**config.mk**
```make
export PLATFORM = sky130hd
export DESIGN_NAME = mbrb_cmd_queue
export DESIGN_NICKNAME = d
export VERILOG_FILES = /design/src/hdl/mono_bitmap_rop_blitter_core_defines.svh /design/src/hdl/mbrb_pkg.sv /design/src/hdl/mbrb_cmd_queue.sv
export SDC_FILE = /design/constraint.sdc
export NUM_CORES = 1
export LEC_CHECK = 0
export BUFFER_PORTS_ARGS = -buffer_cell sky130_fd_sc_hd__buf_2
export CELL_PAD_IN_SITES_DETAIL_PLACEMENT = 0
export CELL_PAD_IN_SITES_GLOBAL_PLACEMENT = 1
export CORE_ASPECT_RATIO = 1.75
export CORE_UTILIZATION = 45
export DETAILED_ROUTE_END_ITERATION = 10
export GPL_TIMING_DRIVEN = 0
export HOLD_SLACK_MARGIN = 0.08
export PLACE_DENSITY_LB_ADDON = 0.1
export SLEW_MARGIN = 20
export SYNTH_ARGS = -nofsm -noshare
export SYNTH_HDL_FRONTEND = slang
export SYNTH_SLANG_ARGS = --single-unit
export TNS_END_PERCENT = 5
```
**constraint.sdc**
```tcl
create_clock -name aclk -period 5.5 [get_ports aclk]
set_input_delay 0.55 -clock aclk [delete_from_list [all_inputs] [get_ports aclk]]
set_output_delay 0.55 -clock aclk [all_outputs]
set_load 0.05 [all_outputs]
```
**src/hdl/mono_bitmap_rop_blitter_core_defines.svh**
```systemverilog
// Assertion macros shared by the blitter RTL.
// Depends on nothing; the files that assert include it by name.
`ifndef MONO_BITMAP_ROP_BLITTER_CORE_DEFINES_SVH
`define MONO_BITMAP_ROP_BLITTER_CORE_DEFINES_SVH

// Same-cycle implication, checked outside reset.
`define MBRB_ASSERT_NOW(label, ante, cons, msg) \
    label: assert property (@(posedge aclk) disable iff (!aresetn) (ante) |-> (cons)) \
        else $error(msg);

// Next-cycle implication, checked outside reset.
`define MBRB_ASSERT_NEXT(label, ante, cons, msg) \
    label: assert property (@(posedge aclk) disable iff (!aresetn) (ante) |=> (cons)) \
        else $error(msg);

`endif

```
**src/hdl/mbrb_pkg.sv**
```systemverilog
// Shared types, constants and helpers of the 1bpp raster-operation blitter.
// No dependencies; used by every module of the block.
package mbrb_pkg;

    localparam int MEM_BYTES = 16384;
    localparam int MEM_AW    = $clog2(MEM_BYTES);
    localparam int PIX_AW    = MEM_AW + 3;

    localparam int S_TDATA_W = 112;
    localparam int M_TDATA_W = 40;

    // operation codes
    localparam logic [1:0] OP_LOAD_SRC = 2'd0;
    localparam logic [1:0] OP_LOAD_DST = 2'd1;
    localparam logic [1:0] OP_BLIT     = 2'd2;
    localparam logic [1:0] OP_READ_DST = 2'd3;

    // configuration register indexes
    localparam logic CFG_DEST_WIDTH  = 1'b0;
    localparam logic CFG_DEST_HEIGHT = 1'b1;

    // classified request handed from front to back
    typedef struct packed {
        logic [1:0]        operation;
        logic [MEM_AW-1:0] byte_addr;
        logic [7:0]        byte_data;
        logic [11:0]       src_pitch;
        logic [11:0]       src_x;
        logic [11:0]       src_y;
        logic [11:0]       start_x;
        logic [11:0]       start_y;
        logic [12:0]       ncols;
        logic [12:0]       nrows;
        logic [3:0]        raster_op;
        logic              empty;
        logic [24:0]       pixels_done;
    } cmd_t;

    // new pixel: bit (3 - 2s - d) of the raster operation
    function automatic logic rop_apply(input logic [3:0] rop, input logic s, input logic d);
        logic [1:0] sel;
        sel = ~{s, d};
        return rop[sel];
    endfunction

endpackage

```
**src/hdl/mbrb_cmd_queue.sv**
```systemverilog
// Two-entry request queue between front end and blit engine.
// Depends on mbrb_pkg for the request type.
module mbrb_cmd_queue (
    input  logic           aclk,
    input  logic           aresetn,
    input  logic           wr_valid,
    output logic           wr_ready,
    input  mbrb_pkg::cmd_t wr_data,
    output logic           rd_valid,
    input  logic           rd_ready,
    output mbrb_pkg::cmd_t rd_data
);
    import mbrb_pkg::*;

    cmd_t       slot_reg [2];
    logic       wp_reg, rp_reg;
    logic [1:0] cnt_reg;
    logic       push, pop;

    assign wr_ready = (cnt_reg != 2'd2);
    assign rd_valid = (cnt_reg != 2'd0);
    assign rd_data  = slot_reg[rp_reg];
    assign push     = wr_valid && wr_ready;
    assign pop      = rd_valid && rd_ready;

    // pointers and fill count
    always_ff @(posedge aclk) begin
        if (!aresetn) begin
            wp_reg  <= 1'b0;
            rp_reg  <= 1'b0;
            cnt_reg <= 2'd0;
        end else begin
            if (push) wp_reg <= !wp_reg;
            if (pop)  rp_reg <= !rp_reg;
            cnt_reg <= cnt_reg + {1'b0, push} - {1'b0, pop};
        end
    end

    always_ff @(posedge aclk) begin
        if (push) slot_reg[wp_reg] <= wr_data;
    end

endmodule

```
# Word level (Yosys, flattened, before mapping)
# Memory sizes are Yosys's and may differ from the RTL's. A register that Yosys moved wholly into a read port is not among the register bits.
# Index checks and enable logic that the tools add are counted.
# op_classes
mul	0
n_div	0
n_mux	4
addsub	2
eq_ne	1
n_reduce_logical	5
shift	0
n_bitwise	0
n_lt_le_gt_ge	0
# ops
op	count
2-to-1 mux 1 bit	4
adder 2 x 1 -> 2 bit	1
logical AND 1 bit	2
logical NOT 1 bit	2
inequality test 2 bit, second input constant	1
nonzero test 2 bit	1
subtractor 2 x 1 -> 2 bit	1
# totals
output_inout_bits	142
ramBits	280
register_bits	4
mem_bits_ro	0
mem_count	1
in_bits	144
elab_cells	16
latch_bits	0
# memory_table
memory	depth	word_bits	rd	rd_clocked_by_memory_dff	write_ports	line	rtl
slot_reg	2	140	1	1	1	mbrb_cmd_queue.sv:15	cmd_t slot_reg [2];

# Longest topological paths before layout
# logic_depth
depth_word	4
depth_mapped	6
ltp_nobuf	6

# Worst setup path after synthesis
# OpenSTA, ideal clock, no wires.
# synth_timing
path_kind	register to register
from	register cnt_reg[0]
to	memory slot_reg[1][0] (netlist bit) (enable)
required_time_ns	4.983
n_path_buf	0
path_stages_with_launch	3
setup_slack_ns	0.730
period_less_slack_ns	4.770
arrival_ns	4.253
setup_ns	0.517
path_cell_list	dfxtp_1 -> nand2b_1 -> and3_1
# synth_between
elab_chain_len	4
# synth_rtl
item	line	rtl
start: declaration	mbrb_cmd_queue.sv:17	logic [1:0] cnt_reg;
start signal: assignment	mbrb_cmd_queue.sv:35	cnt_reg <= cnt_reg + {1'b0, push} - {1'b0, pop};
inequality test 2 bit	mbrb_cmd_queue.sv:20	assign wr_ready = (cnt_reg != 2'd2);
net wr_ready	mbrb_cmd_queue.sv:7	output logic wr_ready,
logical AND 1 bit	mbrb_cmd_queue.sv:23	assign push = wr_valid && wr_ready;
2-to-1 mux 1 bit	mbrb_cmd_queue.sv:40	if (push) slot_reg[wp_reg] <= wr_data;
2-to-1 mux 1 bit (not written as such)	mbrb_cmd_queue.sv:40	
end: declaration	mbrb_cmd_queue.sv:15	
# The timed path passes the listed nets, and every way through them passes these cells.

==> flow_summary.toml <==
[floorplanning]
dieHeight_um = 206.7
core_sq_mm = 0.02343
start_util_pct = 45.98
fp.dieW_um = 118.9
num_rows = 74
ioPinCount = 286
die_area_sq_mm = 0.02458

[timing]
timing.fmax_ghz = 0.3959
slew_headroom_pct = 67.37
rsz0062_at_grt = "false"
finalSetupTns_ns = 0
setup_viol = 0
fin_crit_ns = 2.526
tightest_slew_ns = 0.4894
hold_viol = 0
maxSlewViolCount = 0
fin_crit_sh_pct = 45.93
finClkSkew_ns = 0.009450

[global_routing]
grt_pass1_wl_um = 30470
grt_max_degree = 78
grt_pass1_vias = 5746
antenna_found_initial = 7
grt_overflow = 0
track_usage_pct = 16.50

[drt]
dr.first_iter.drc_count = 259
wl_met3_um = 1617
dr.pass1.iters = 4
highest_layer = "met5"
wire_per_inst_um = 18.79
viasPerCell = 4.786
drc = 0
wl_met1_um = 6909
met2WireLength_um = 11690
finalWirelength_um = 20760
antenna_left = 0
vias = 5289

[layout]
drive_gt1_share_pct = 60.83
nets = 927
areaGrowthSynthToFinish_pct = 25.22
final_core_util_pct = 57.57
largest_register_ffs = 280
finalNonFillerCells = 1105

[worst_setup_path]
critPathRequiredTime_ns = 4.95
worst-setup-path-type = "register to primary output"
cp_max_fo = 10
crit_arrival_ns = 1.98
critPathLaunchType = "register"
r2r-start = "cnt_reg[0]$_SDFF_PN0_"
r2r_setup_slack_ns = 3.43
reg2reg_depth = 4
end_kind = "primary output"
timing.rr.end = "slot_reg[0][66]$_DFFE_PP_"

[logic_synthesis]
netlist_top_cells_count = "edfxtp_1 (280), mux2_4 (100), mux2_2 (40), buf_6 (11)"
yosysTopAreaCellShare_pct = 78.07
synth_area_per_cell_sq_um = 23.11
syn_inst = 466
yosys_warnings = 0
syn_nets = 611
ys.flop_type = "edfxtp_1"
synth_seq_area_share_pct = 79.00
yosys.area.top_type = "edfxtp_1"
yosysMostFrequentCell = "edfxtp_1"
synth_edf_count = 280
ys_seq_elements = 285
async_flop_share_pct = 0
synth_area_leaders = "edfxtp_1 (78%), mux2_4 (14%), mux2_2 (4.2%), buf_6 (1.2%), dfxtp_1 (0.93%)"
synth_area_sq_mm = 0.01077
ys_types = 25

[placement]
gp_congestion = 0.7251
dp_cells = 1059
portBuffers = 285
hpwl_um = 14570

[pwr]
leakage_nw = 5.216
ir_drop_mv = 0.3307
power.total_mw = 6.485
power_per_cell_area_mw_per_mm2 = 480.9

[flow_run]
maxCapViolations = 0

[hold_path]
min_delay_path_depth = 1
whs_endpoint = "slot_reg[0][39]$_DFFE_PP_"
hold_path.startpoint = "wr_data[39]"
hold_class = "primary input to register"

[run_status]
outcome = "complete, no violations"

[clock_network]
postCtsHoldBufs = 0
cts_root_buf = "clkbuf_16"
h-tree-depth = 1
post_cts_buffers = 0
clock_latency_ns = 0.52
cts_num_sinks = 285
cts_tree = "yes"
ctsLongestPathBuffers = 3
cts.clk_slew.worst_paths_ns = 0.06
numCtsBuffers = 25
cts-resized-gates = 0
## power by group
part	leakage [nW]	total (mW)	switching (mW)	internal (mW)
clock network	0.371	1.72	0.739	0.977
logic	2.18	2.08	1.42	0.665
registers	2.66	2.69	0.0530	2.63
## layer usage
metal | track usage (%) | up-vias
li1 | - | 2490
met1 | 16.59 | 2565
met2 | 31.29 | 186
met3 | 5.220 | 38
met4 | 6.510 | 10
met5 | 0 | -
## how the worst max path moves through the flow
stage | endpoint | startpoint | slack, ns | cells after the start
2_1_floorplan | slot_reg[1][0]$_DFFE_PP_ | cnt_reg[0]$_SDFF_PN0_ | 0.73 | 2
3_5_place_dp | slot_reg[0][62]$_DFFE_PP_ | wr_valid | 3.29 | 4
5_1_grt | rd_data[130] | register | 2.86 | 5
4_1_cts | rd_data[130] | register | 2.88 | 5
6_report | rd_data[130] | register | 2.97 | 5
3_3_place_gp | slot_reg[1][60]$_DFFE_PP_ | wr_valid | -0.62 | 2
## cells by family after synthesis
logic type	Yosys count	share of synthesized area [%]
flops	285	79.00
xor+xnor	1	0.08133
fa+ha+maj	1	0.1162
compound gates	6	0.4066
buf+inv	18	1.452
mux	140	18.12
simple gates	15	0.8249
## worst max-delay path, stage by stage (launching register included)
cell,delay (ns)
dfxtp_1,0.30
buf_2,0.18
buf_6,0.22
buf_6,0.21
mux2_4,0.32
buf_2,0.22
## layout by cell type (no fill, tap or decap), types with 3 or more instances in the layout
| master | count |
|---|---|
| buf_2 | 290 |
| buf_6 | 11 |
| bufinv_16 | 3 |
| clkbuf_1 | 5 |
| clkbuf_16 | 25 |
| clkinv_1 | 4 |
| clkinvlp_4 | 5 |
| dfxtp_1 | 5 |
| edfxtp_1 | 280 |
| mux2_2 | 40 |
| mux2_4 | 100 |
| nor2_1 | 4 |
## layout make-up
type	instances	area, sq um
clock buffer	30	644.4
fill	1849	9938
sequential	285	8508
clock inverter	14	152.6
tap	304	380.4
multi-input combinational	163	2111
buffer	16	148.9
timing repair buffer	289	1521
inverter	2	15.01
antenna	2	5.005
## metrics by stage
step	hold slack, ns	setup WS [ns]	cell area, sq um
floorplan	0.4725	0.7296	10770
global placement	0.4875	-0.6190	12580
detailed placement	0.4916	3.292	12680
CTS	0.1761	2.883	13480
global route	0.1834	2.857	13480
finish	0.2115	2.974	13490
Note: power is estimated with default switching activity, not from simulation.
