### config.mk
export PLATFORM = sky130hd
export DESIGN_NAME = mbrb_front
export DESIGN_NICKNAME = d
export VERILOG_FILES = /design/src/hdl/mono_bitmap_rop_blitter_core_defines.svh /design/src/hdl/mbrb_pkg.sv /design/src/hdl/mbrb_front.sv
export SDC_FILE = /design/constraint.sdc
export NUM_CORES = 1
export LEC_CHECK = 0
export BUFFER_PORTS_ARGS = -buffer_cell sky130_fd_sc_hd__buf_2
export CAP_MARGIN = 20
export CORE_MARGIN = 2
export CORE_UTILIZATION = 30
export CTS_CLUSTER_SIZE = 25
export DETAILED_ROUTE_END_ITERATION = 7
export PLACE_DENSITY = 0.47
export SLEW_MARGIN = 20
export SYNTH_ARGS = -nofsm -noshare
export SYNTH_HDL_FRONTEND = slang
export SYNTH_SLANG_ARGS = --single-unit
### constraint.sdc
create_clock -name aclk -period 17.7 [get_ports aclk]
set_clock_uncertainty 0.15 [all_clocks]
set_input_delay 1.77 -clock aclk [delete_from_list [all_inputs] [get_ports aclk]]
set_output_delay 1.77 -clock aclk [all_outputs]
set_load 0.05 [all_outputs]
### src/hdl/mono_bitmap_rop_blitter_core_defines.svh
// Assertion macros shared by the blitter RTL.
// Depends on nothing; the files that assert include it by name.
`ifndef MONO_BITMAP_ROP_BLITTER_CORE_DEFINES_SVH
`define MONO_BITMAP_ROP_BLITTER_CORE_DEFINES_SVH

// Same-cycle implication, checked outside reset.
`define MBRB_ASSERT_NOW(label, ante, cons, msg) \
    label: assert property (@(posedge aclk) disable iff (!aresetn) (ante) |-> (cons)) \
        else $error(msg);

// Next-cycle implication, checked outside reset.
`define MBRB_ASSERT_NEXT(label, ante, cons, msg) \
    label: assert property (@(posedge aclk) disable iff (!aresetn) (ante) |=> (cons)) \
        else $error(msg);

`endif

### src/hdl/mbrb_pkg.sv
// Shared types, constants and helpers of the 1bpp raster-operation blitter.
// No dependencies; used by every module of the block.
package mbrb_pkg;

    localparam int MEM_BYTES = 16384;
    localparam int MEM_AW    = $clog2(MEM_BYTES);
    localparam int PIX_AW    = MEM_AW + 3;

    localparam int S_TDATA_W = 112;
    localparam int M_TDATA_W = 40;

    // operation codes
    localparam logic [1:0] OP_LOAD_SRC = 2'd0;
    localparam logic [1:0] OP_LOAD_DST = 2'd1;
    localparam logic [1:0] OP_BLIT     = 2'd2;
    localparam logic [1:0] OP_READ_DST = 2'd3;

    // configuration register indexes
    localparam logic CFG_DEST_WIDTH  = 1'b0;
    localparam logic CFG_DEST_HEIGHT = 1'b1;

    // classified request handed from front to back
    typedef struct packed {
        logic [1:0]        operation;
        logic [MEM_AW-1:0] byte_addr;
        logic [7:0]        byte_data;
        logic [11:0]       src_pitch;
        logic [11:0]       src_x;
        logic [11:0]       src_y;
        logic [11:0]       start_x;
        logic [11:0]       start_y;
        logic [12:0]       ncols;
        logic [12:0]       nrows;
        logic [3:0]        raster_op;
        logic              empty;
        logic [24:0]       pixels_done;
    } cmd_t;

    // new pixel: bit (3 - 2s - d) of the raster operation
    function automatic logic rop_apply(input logic [3:0] rop, input logic s, input logic d);
        logic [1:0] sel;
        sel = ~{s, d};
        return rop[sel];
    endfunction

endpackage

### src/hdl/mbrb_front.sv
// Front end: holds the configuration, takes requests, clips blits and sizes them.
// Depends on mbrb_pkg.
module mbrb_front (
    input  logic                           aclk,
    input  logic                           aresetn,
    input  logic                           cfg_valid,
    output logic                           cfg_ready,
    input  logic                           cfg_index,
    input  logic [11:0]                    cfg_data,
    input  logic                           s_tvalid,
    output logic                           s_tready,
    input  logic [mbrb_pkg::S_TDATA_W-1:0] s_tdata,
    input  logic [1:0]                     s_tuser,
    output logic [11:0]                    dest_width,
    output logic                           q_valid,
    input  logic                           q_ready,
    output mbrb_pkg::cmd_t                 q_data
);
    import mbrb_pkg::*;

    logic [11:0] dw_reg, dh_reg;
    logic        fv_reg;
    cmd_t        cmd_reg, cmd_next;

    logic [12:0] xe, ye, xe_c, ye_c, ncols, nrows;
    logic [11:0] x0, y0;
    logic        empty;
    logic [25:0] area;

    assign cfg_ready  = 1'b1;
    assign dest_width = dw_reg;

    // configuration registers
    always_ff @(posedge aclk) begin
        if (!aresetn) begin
            dw_reg <= 12'd240;
            dh_reg <= 12'd320;
        end else if (cfg_valid) begin
            unique case (cfg_index)
                CFG_DEST_WIDTH:  dw_reg <= cfg_data;
                CFG_DEST_HEIGHT: dh_reg <= cfg_data;
                default: ;
            endcase
        end
    end

    // clip and size the rectangle
    always_comb begin
        x0    = s_tdata[69:58];
        y0    = s_tdata[81:70];
        xe    = s_tdata[94:82];
        ye    = s_tdata[107:95];
        xe_c  = (xe > {1'b0, dw_reg}) ? {1'b0, dw_reg} : xe;
        ye_c  = (ye > {1'b0, dh_reg}) ? {1'b0, dh_reg} : ye;
        empty = ({1'b0, x0} >= xe_c) || ({1'b0, y0} >= ye_c);
        ncols = xe_c - {1'b0, x0};
        nrows = ye_c - {1'b0, y0};
        area  = ncols * nrows;
        cmd_next.operation   = s_tuser;
        cmd_next.byte_addr   = s_tdata[13:0];
        cmd_next.byte_data   = s_tdata[21:14];
        cmd_next.src_pitch   = s_tdata[33:22];
        cmd_next.src_x       = s_tdata[45:34];
        cmd_next.src_y       = s_tdata[57:46];
        cmd_next.start_x     = x0;
        cmd_next.start_y     = y0;
        cmd_next.ncols       = ncols;
        cmd_next.nrows       = nrows;
        cmd_next.raster_op   = s_tdata[111:108];
        cmd_next.empty       = empty;
        cmd_next.pixels_done = empty ? 25'd0 : area[24:0];
    end

    // one request register in front of the queue
    assign s_tready = !fv_reg || q_ready;
    assign q_valid  = fv_reg;
    assign q_data   = cmd_reg;

    always_ff @(posedge aclk) begin
        if (!aresetn) begin
            fv_reg <= 1'b0;
        end else if (s_tready) begin
            fv_reg <= s_tvalid;
        end
    end

    always_ff @(posedge aclk) begin
        if (s_tvalid && s_tready) begin
            cmd_reg <= cmd_next;
        end
    end

endmodule

# Yosys cells after proc, flatten, opt, wreduce, memory -nomap -nowiden
# Index checks and enable logic that the tools add are counted.
# word_totals
register_bits	165
in_bits	132
out_inout_bits	155
elab_cells	32
# classes
addsub	2
multipliers	1
magnitude_cmp	4
mux	2
bitwise_logic	1
reduce_logical	6
# ops
op	count
$ge 12x13->1	2
$gt 13x12->1	2
$mux 13	2
$sub 13x12->13	2
$mul 13x13->25	1
$reduce_and 2->1	2
$logic_or 1x1->1	2
$logic_and 1x1->1	1
$logic_not 1->1	1
$not 1->1	1

# Longest topological paths before layout
# Gate-level depths: netlist (run 1).
# depth
depth_word	4
ltp_mapped	40

# Worst setup path before layout (run 1)
# Ideal clock, no wire load.
# synth_timing
path_type	input to register
from	input s_tdata[97] (netlist bit)
to	register cmd_reg (netlist bit q_data[24]), data pin
t_arrival_ps	9491
required_time_ps	17288
slack_ps	7796
cell_stages	39
n_path_buf	3
path_cell_list	ha_1 -> nand3_1 -> o22ai_1 -> o21a_1 -> o21ai_0 -> nand2_1 -> a2bb2oi_1 -> buf_2 -> mux2i_1 -> ha_1 -> inv_1 -> fa_1 -> a211oi_2 -> o21a_1 -> o21bai_1 -> a21o_1 -> and4_4 -> nor3_2 -> (+3 left out) -> fa_1 -> inv_1 -> fa_1 -> inv_1 -> fa_1 -> fa_1 -> inv_1 -> fa_1 -> inv_1 -> ha_1 -> clkbuf_1 -> and3_1 -> a221oi_1 -> o22ai_1 -> a211oi_2 -> a21oi_1 -> xnor3_1 -> nor2_1
# synth_lines
item	line_no	text
start, declared	mbrb_front.sv:12	input logic [mbrb_pkg::S_TDATA_W-1:0] s_tdata,
end signal, assigned	mbrb_front.sv:89	cmd_reg <= cmd_next;
end, declared	mbrb_front.sv:23	cmd_t cmd_reg, cmd_next;

# Final worst setup path (run 1)
# layout_timing
from	input s_tdata[101] (netlist bit)
to	register cmd_reg (netlist bit q_data[24]), data pin
# layout_between
elab_chain_len	4
word_cells_on_any_way	6
# layout_rtl
item	line_no	text
$gt 13x12->1	mbrb_front.sv:54	ye_c = (ye > {1'b0, dh_reg}) ? {1'b0, dh_reg} : ye;
$mux 13 (*)	mbrb_front.sv:54	
$sub 13x12->13 / $ge 12x13->1 (equally long branches)	mbrb_front.sv:57, mbrb_front.sv:55	
$mul 13x13->25 / $logic_or 1x1->1 (equally long branches)	mbrb_front.sv:58, mbrb_front.sv:55	
# Every way passes the cells marked *; elsewhere a longest branch is shown, timed or not.
# A chain may end at the register's enable or synchronous reset.

==> impl_metrics.env, run 1 <==
export IMPL_status="finished clean"
export IMPL_ys_flop_type="edfxtp_1"
export IMPL_place_hpwl_mm=27.86
export IMPL_synthArstFlopShare_pct=0
export IMPL_finalCritPeriodShare_pct=57.95
export IMPL_fin_util_pct=36.96
export IMPL_cts_setup_buffers=0
export IMPL_synth_distinct_cells=62
export IMPL_holdCritPathClass="register to register"
export IMPL_slew_viol_final=0
export IMPL_rows=75
export IMPL_synth_top_area_share_pct=32.69
export IMPL_cts_buffers=17
export IMPL_first_global_vias=10030
export IMPL_gr_usage_met1_pct=21.29
export IMPL_slowest_delay_ns=0.55
export IMPL_dpl_cell_area_mm2=0.01493
export IMPL_setup_violations_final=0
export IMPL_crit_top_cell="fa_1"
export IMPL_area_growth_pct=21.08
export IMPL_finish_instance_area_mm2=0.01557
export IMPL_synthesis_area_mm2=0.01286
export IMPL_nFillCells=4251
export IMPL_route_detailed_drc=0
export IMPL_avgRoutedWirePerCell_um=17.15
export IMPL_cp_start_kind="input pin"
export IMPL_rsz0062_at_grt="false"
export IMPL_cts_resized=0
export IMPL_cp_data_required_time_ns=17.73
export IMPL_insertion_delay_ns=0.47
export IMPL_place_port_buffers=285
export IMPL_drv_cap=0
export IMPL_vias_per_cell=4.624
export IMPL_seq_area_frac_synth_pct=36.58
export IMPL_final_nets=1878
export IMPL_io_pins=287
export IMPL_ys_seq_elements=165
export IMPL_htree_levels=4
export IMPL_die_h_um=211.0
export IMPL_layout_commonest_cell="buf_2"
export IMPL_met3_usage_pct=3.717
export IMPL_crit_type="input pin to register"
export IMPL_synth_top_area_cell="edfxtp_1"
export IMPL_cts_max_path_buffers=2
export IMPL_cts_sinks=165
export IMPL_grt_pass1_wl_mm=56.28
export IMPL_drt_iter0_markers=512
export IMPL_start_util_pct=30.52
export IMPL_cts_root_buf="clkbuf_16"
export IMPL_synthCells=1230
export IMPL_busiest_layer="met2"
export IMPL_grt_start_max_net_pins=55
export IMPL_fmax_ghz=0.09749
export IMPL_postRouteAntennaNets=0
export IMPL_core_mm2=0.04213
export IMPL_largest_reg_flops=140
export IMPL_cp_max_fo=12
export IMPL_grt_use_total_pct=16.67
export IMPL_synth_edf_count=140
export IMPL_tns_ns=0
export IMPL_grt_overflow=0
export IMPL_dr_pass1_iters=4
export IMPL_vias=9540
export IMPL_routed_wl_mm=35.38
export IMPL_cts_clk_slew_worst_paths_ns=0.07
export IMPL_crit_arrival_ns=10.28
export IMPL_cts_tree="built"
export IMPL_holdBufCountCts=0
export IMPL_die_area_mm2=0.04454
export IMPL_tightest_slew_ns=1.002
export IMPL_drive_gt1_share_pct=24.65
export IMPL_cp_end_kind="register"
export IMPL_synth_area_leaders="edfxtp_1 33%, fa_1 19%, ha_1 11%, inv_1 6.7%, nand2_1 4.7%"
export IMPL_fin_crit_ns=10.26
export IMPL_grt_util_met2_pct=28.10
export IMPL_syn_area_per_cell_um2=10.46
export IMPL_crit_slowest_cell="a2bb2oi_2"
export IMPL_antenna_found_initial=3
export IMPL_ys_warn_count=0
export IMPL_relSlewSlack_pct=33.06
export IMPL_hold_violations=0
export IMPL_dieWidth_um=211.0
export IMPL_routabilityCongestion=0.8872
export IMPL_final_cell_mix="285 x buf_2, 230 x inv_1, 160 x nand2_1"
export IMPL_synth_fp_nets=1600
final timing paths:
path	startpoint	endpoint	slack [ns]	cells after the start
worst max register to register	dh_reg[6]	q_data[24]	8.47	37
worst min register to register	dh_reg[2]	dh_reg[2]	0.33	2
worst max-delay path	s_tdata[101]	q_data[24]	7.44	37
worst min-delay path	dh_reg[2]	dh_reg[2]	0.33	2
metal layers:
layer	up-vias	wire length, µm
met5	-	0
met4	0	694
met3	39	1935
met2	261	17030
met1	4684	15720
li1	4556	-
final cells by class:
type	instances	area [µm²]	share of cell area [%]
Inverter	237	892.1	5.729
Sequential cell	165	4705	30.21
Timing Repair Buffer	291	1471	9.450
Multi-Input combinational cell	796	7217	46.35
Tap cell	539	674.4	4.331
Clock buffer	17	425.4	2.732
Antenna cell	3	7.507	0.04821
Clock inverter	15	178.9	1.149
critical path, delay by kind of cell:
family	cells	cell delay, ns
buf+inv	7	0.53
compound gates	13	2.63
xor+xnor	1	0.28
fa+ha+maj	9	3.74
simple gates	6	1.04
mux	1	0.27
logic make-up (layout without fill, tap and decap cells):
group / Yosys count / after routing / share of synthesized area, %
AOI/OAI and AO/OA: 152 / 152 / 8.212
xor gates and xnor gates: 36 / 36 / 2.559
adders and majority gates: 238 / 238 / 30.28
buffers and inverters: 269 / 560 / 8.066
DFF: 165 / 165 / 36.58
muxes: 24 / 24 / 2.082
other: 1 / 4 / 0.02916
and+or+nand+nor: 345 / 345 / 12.19
metrics by stage:
stage / hold slack, ns / worst slack (ns) / instances
after CTS: 0.3334 / 6.938 / 2060
final: 0.3325 / 7.443 / 2063
after floorplan: 0.3030 / 7.796 / 1230
after global placement: 0.3272 / 6.607 / 2028
after detailed placement: 0.3226 / 6.435 / 2028
after global routing: 0.3725 / 6.827 / 2062
cell usage after synthesis, drive strengths merged (20+ instances only):
cell,instances
a21boi,20
a21oi,35
and2,49
clkbuf,23
dfxtp,25
edfxtp,140
fa,122
ha,116
inv,234
mux2,22
nand2,160
nor2,81
o21ai,24
xnor2,26
Power of run 1 is left out: the tool's default activity adds up to more than one toggle a clock period on the data nets, which glitch-free logic cannot reach.
==> run 2, diff against run 1 <==
Settings changed: ABC_AREA set to 1, PLACE_DENSITY 0.47 to 0.49.
Clock period 17.7 ns to 8.9 ns, I/O delays scaled along.
==> run 2 against run 1 <==
- worst hold slack improved by 0.0011 ns
- register-to-register slack got worse by 7.7 ns
- global-route usage increased by 0.56 points
- synthesized area increased by 2.2%
==> impl_metrics.env, run 2 <==
export IMPL_place_port_buffers=285
export IMPL_rsz0062_at_grt="false"
export IMPL_status="finished clean"
export IMPL_synth_distinct_cells=46
export IMPL_largest_reg_flops=140
export IMPL_cp_data_required_time_ns=9.03
export IMPL_cts_sinks=165
export IMPL_nFillCells=4497
export IMPL_synth_fp_nets=1796
export IMPL_fin_crit_ns=8.199
export IMPL_netlist_top_cells_count="306 x inv_1, 297 x nand2_1, 140 x edfxtp_1, 122 x fa_1, 122 x nor2_1"
export IMPL_cp_start_kind="input pin"
export IMPL_regArea_mm2=0.004705
export IMPL_core_mm2=0.04317
export IMPL_slowest_delay_ns=0.55
export IMPL_cts_clk_slew_worst_paths_ns=0.08
export IMPL_first_global_vias=10800
export IMPL_cts_setup_buffers=0
export IMPL_synthCells=1426
export IMPL_io_pins=287
export IMPL_htree_levels=4
export IMPL_multi_input_area_mm2=0.007157
export IMPL_antenna_found_initial=0
export IMPL_routed_wl_mm=37.45
export IMPL_synth_edf_count=140
export IMPL_cp_top_family="adder cells"
export IMPL_crit_slowest_cell="fa_1"
export IMPL_final_cell_mix="306 x inv_1, 297 x nand2_1, 285 x buf_2"
export IMPL_cts_max_path_buffers=2
export IMPL_grt_start_max_net_pins=79
export IMPL_cts_root_buf="clkbuf_16"
export IMPL_drt_iter0_markers=635
export IMPL_tns_ns=0
export IMPL_path_buf_inv=7
export IMPL_crit_top_cell="nand2_1"
export IMPL_drv_cap=0
export IMPL_ys_flop_type="edfxtp_1"
export IMPL_grt_overflow=0
export IMPL_final_nets=2097
export IMPL_drive_gt1_share_pct=22.08
export IMPL_tightest_slew_ns=1.001
export IMPL_area_growth_pct=21.30
export IMPL_syn_area_per_cell_um2=9.219
export IMPL_layout_commonest_cell="inv_1"
export IMPL_setup_violations_final=0
export IMPL_dpl_cell_area_mm2=0.01535
export IMPL_vias_per_cell=4.495
export IMPL_dr_pass1_iters=5
export IMPL_seq_area_frac_synth_pct=35.79
export IMPL_rows=76
export IMPL_antennaDiodeCount=0
export IMPL_slew_viol_final=0
export IMPL_synth_top_area_cell="edfxtp_1"
export IMPL_cts_buffers=17
export IMPL_grt_pass1_wl_mm=58.55
export IMPL_postRouteAntennaNets=0
export IMPL_r2r_setup_slack_ns=0.81
export IMPL_place_hpwl_mm=30.55
export IMPL_ys_warn_count=0
export IMPL_synthesis_area_mm2=0.01315
export IMPL_grt_use_total_pct=17.23
export IMPL_synthArstFlopShare_pct=0
export IMPL_avgRoutedWirePerCell_um=16.11
export IMPL_die_area_mm2=0.04551
export IMPL_routabilityCongestion=0.8822
export IMPL_crit_type="input pin to register"
export IMPL_vias=10450
export IMPL_route_detailed_drc=0
export IMPL_start_util_pct=30.45
export IMPL_post_synth_top_count_cell="inv_1"
export IMPL_synth_area_leaders="edfxtp_1 32%, fa_1 19%, ha_1 11%, inv_1 8.7%, nand2_1 8.5%"
export IMPL_hold_violations=0
export IMPL_finalCritPeriodShare_pct=92.13
export IMPL_relSlewSlack_pct=33.25
export IMPL_holdCritPathClass="register to register"
export IMPL_cp_max_fo=9
export IMPL_synth_top_area_share_pct=31.98
export IMPL_insertion_delay_ns=0.48
export IMPL_crit_arrival_ns=8.33
export IMPL_cts_tree="built"
export IMPL_die_h_um=213.3
export IMPL_dieWidth_um=213.3
export IMPL_cp_end_kind="register"
export IMPL_finish_instance_area_mm2=0.01595
export IMPL_ys_seq_elements=165
export IMPL_fmax_ghz=0.1220
## run 2: changes by cell type in the layout (fill, tap and decap cells not counted), moves of 34 or more
| cell | change |
|---|---|
| inv_1 | +76 |
| and2_1 | -43 |
| nand2_1 | +137 |
| nor2_1 | +41 |
| a21oi_1 | +34 |
| o21ai_0 | +40 |
## run 2: kinds of logic (layout without fill, tap and decap cells)
group                    count (synthesis)  after routing  synth area share, %
AO/OA/AOI/OAI                          161            161                7.081
XOR/XNOR                                20             20                2.018
adder cells (fa/ha/maj)                238            238                29.62
buffers and inverters                  341            654                9.917
flip-flops                             165            165                35.79
other                                    1              1              0.02853
AND/OR/NAND/NOR                        500            500                15.55
## run 2: repair_timing
action,4_1_cts,5_1_grt
gates resized for setup,0,1
setup endpoints to repair,0,1
hold buffers,0,0
## run 2: layout make-up
class / instances / share of cell area (%)
clock buffer: 17 / 2.668
multi-input combinational: 920 / 44.88
tap: 585 / 4.590
inverter: 319 / 7.509
timing repair buffer: 304 / 9.839
sequential: 165 / 29.50
clock inverter: 14 / 1.012
## run 2: path summary, 6_finish.rpt
path / startpoint / to / cells past startpoint
worst min register to register: dh_reg[3] / dh_reg[3] / 2
worst max-delay path: s_tdata[105] / q_data[15] / 34
worst min-delay path: dh_reg[3] / dh_reg[3] / 2
worst max register to register: dh_reg[11] / q_data[15] / 34
## run 2: through the flow
step / hold WS (ns) / worst slack [ns] / util (%) / cells
5_1_grt: 0.3570 / 0.1265 / 36.94 / 2324
2_1_floorplan: 0.2973 / 0.4013 / - / 1426
3_5_place_dp: 0.3277 / 0.09753 / 35.56 / 2293
6_report: 0.3336 / 0.7006 / 36.94 / 2324
4_1_cts: 0.3384 / 0.6294 / 36.92 / 2324
3_3_place_gp: 0.3238 / 0.1052 / 35.56 / 2293
## run 2: worst reg2reg max path, delay by kind of cell (launching register included)
kind | cells | cell delay [ns]
AND/OR/NAND/NOR | 13 | 2.07
buffers and inverters | 7 | 0.85
adder cells (fa/ha/maj) | 8 | 3.38
flip-flops | 1 | 0.31
AO/OA/AOI/OAI | 6 | 1.14
## run 2: layer usage
metal	track usage, %	vias up	routed length [µm]
met5	0	-	0
met4	5.723	0	626
met3	4.320	29	2595
met2	29.22	298	17730
met1	21.45	5041	16490
li1	-	5079	-
Power of run 2 is left out for the same reason.
==> run 3, diff against run 2 <==
Settings changed: CTS_BUF_LIST set to sky130_fd_sc_hd__clkbuf_8.
==> run 3 against run 2 <==
- count of clock-buffer cells in the layout unchanged
- worst hold slack improved by 0.0039 ns
- sequential cell count stayed put
- via count decreased by 0.35%
- critical path depth unchanged
- worst setup slack gained 0.042 ns
- first-iteration DRC count is 5.8% higher
- utilization decreased by 0.44 points
- cell area is 1.2% lower
- sequential share of layout area up 0.36 points
- highest routed layer unchanged
==> impl_metrics.env, run 3 (synthesis results as in run 2) <==
export IMPL_first_global_vias=10770
export IMPL_die_area_mm2=0.04551
export IMPL_layout_commonest_cell="inv_1"
export IMPL_place_port_buffers=285
export IMPL_area_growth_pct=19.84
export IMPL_status="finished clean"
export IMPL_vias_per_cell=4.479
export IMPL_grt_use_total_pct=17.26
export IMPL_nFillCells=4517
export IMPL_dr_pass1_iters=5
export IMPL_vias=10410
export IMPL_htree_levels=4
export IMPL_final_nets=2097
export IMPL_grt_start_max_net_pins=79
export IMPL_cts_clk_slew_worst_paths_ns=0.10
export IMPL_tightest_slew_ns=1.004
export IMPL_fin_crit_ns=8.157
export IMPL_route_detailed_drc=0
export IMPL_postRouteAntennaNets=0
export IMPL_cts_setup_buffers=0
export IMPL_crit_arrival_ns=8.28
export IMPL_cts_tree="built"
export IMPL_cts_max_path_buffers=2
export IMPL_crit_slowest_cell="fa_1"
export IMPL_rsz0062_at_grt="false"
export IMPL_finalCritPeriodShare_pct=91.66
export IMPL_cp_data_required_time_ns=9.02
export IMPL_final_cell_mix="306 x inv_1, 297 x nand2_1, 285 x buf_2"
export IMPL_routabilityCongestion=0.8822
export IMPL_multi_input_area_mm2=0.007157
export IMPL_post_place_ws_ns=0.09753
export IMPL_crit_type="input pin to register"
export IMPL_fin_ws_ns=0.7427
export IMPL_reg2reg_depth=34
export IMPL_grt_overflow=0
export IMPL_insertion_delay_ns=0.54
export IMPL_cp_max_fo=9
export IMPL_drive_gt1_share_pct=22.08
export IMPL_cts_resized=0
export IMPL_largest_reg_flops=140
export IMPL_io_pins=287
export IMPL_hold_violations=0
export IMPL_fmax_ghz=0.1226
export IMPL_cts_buffers=17
export IMPL_regArea_mm2=0.004705
export IMPL_antennaDiodeCount=0
export IMPL_rows=76
export IMPL_tns_ns=0
export IMPL_fin_util_pct=36.49
export IMPL_slowest_delay_ns=0.56
export IMPL_core_mm2=0.04317
export IMPL_die_h_um=213.3
export IMPL_holdBufCountCts=0
export IMPL_dieWidth_um=213.3
export IMPL_drv_cap=0
export IMPL_avgRoutedWirePerCell_um=16.12
export IMPL_cts_sinks=165
export IMPL_cp_end_kind="register"
export IMPL_hold_depth=2
export IMPL_whs_ns=0.3375
export IMPL_start_util_pct=30.45
export IMPL_cts_root_buf="clkbuf_8"
export IMPL_setup_violations_final=0
export IMPL_relSlewSlack_pct=33.05
export IMPL_routed_wl_mm=37.46
export IMPL_antenna_found_initial=0
export IMPL_slew_viol_final=0
export IMPL_cp_start_kind="input pin"
export IMPL_grt_pass1_wl_mm=58.64
export IMPL_holdCritPathClass="register to register"
export IMPL_drt_iter0_markers=672
export IMPL_place_hpwl_mm=30.55
[run 3: changes by cell type in the layout (fill, tap and decap cells not counted)]
cell / change
clkbuf_16: -17
clkbuf_8: +17
[run 3: final timing paths]
kind                                   start          to  slack [ns]
worst max-delay path            s_tdata[105]  q_data[24]        0.74
worst min-delay path               dh_reg[3]   dh_reg[3]        0.34
worst max register to register    dh_reg[11]  q_data[24]        0.78
worst min register to register     dh_reg[3]   dh_reg[3]        0.34
[run 3: area by class of cell]
class | count | share of cell area [%]
Multi-Input combinational cell | 920 | 45.43
Sequential cell | 165 | 29.86
Timing Repair Buffer | 304 | 9.959
Inverter | 319 | 7.600
Tap cell | 585 | 4.646
Clock buffer | 17 | 1.485
Clock inverter | 14 | 1.024
[run 3: critical path: cells and delay by family]
kind / cells / cell delay, ns
buffers and inverters: 7 / 0.82
AO/OA/AOI/OAI: 5 / 0.82
AND/OR/NAND/NOR: 14 / 2.15
adder cells (fa/ha/maj): 8 / 3.62
[run 3: metrics by stage]
step	cell area, µm²	instances
after global routing	15760	2324
after floorplan	13150	1426
after CTS	15750	2324
after global placement	15350	2293
after detailed placement	15350	2293
final	15760	2324
[run 3: metal layers]
metal | GRT usage, % | vias up | share of wire [%]
met2 | 29.05 | 300 | 47
li1 | - | 5074 | -
met4 | 5.364 | 0 | 1.7
met3 | 4.643 | 32 | 7.1
met5 | 0 | - | 0
met1 | 21.62 | 5004 | 44
Power of run 3 is left out for the same reason.
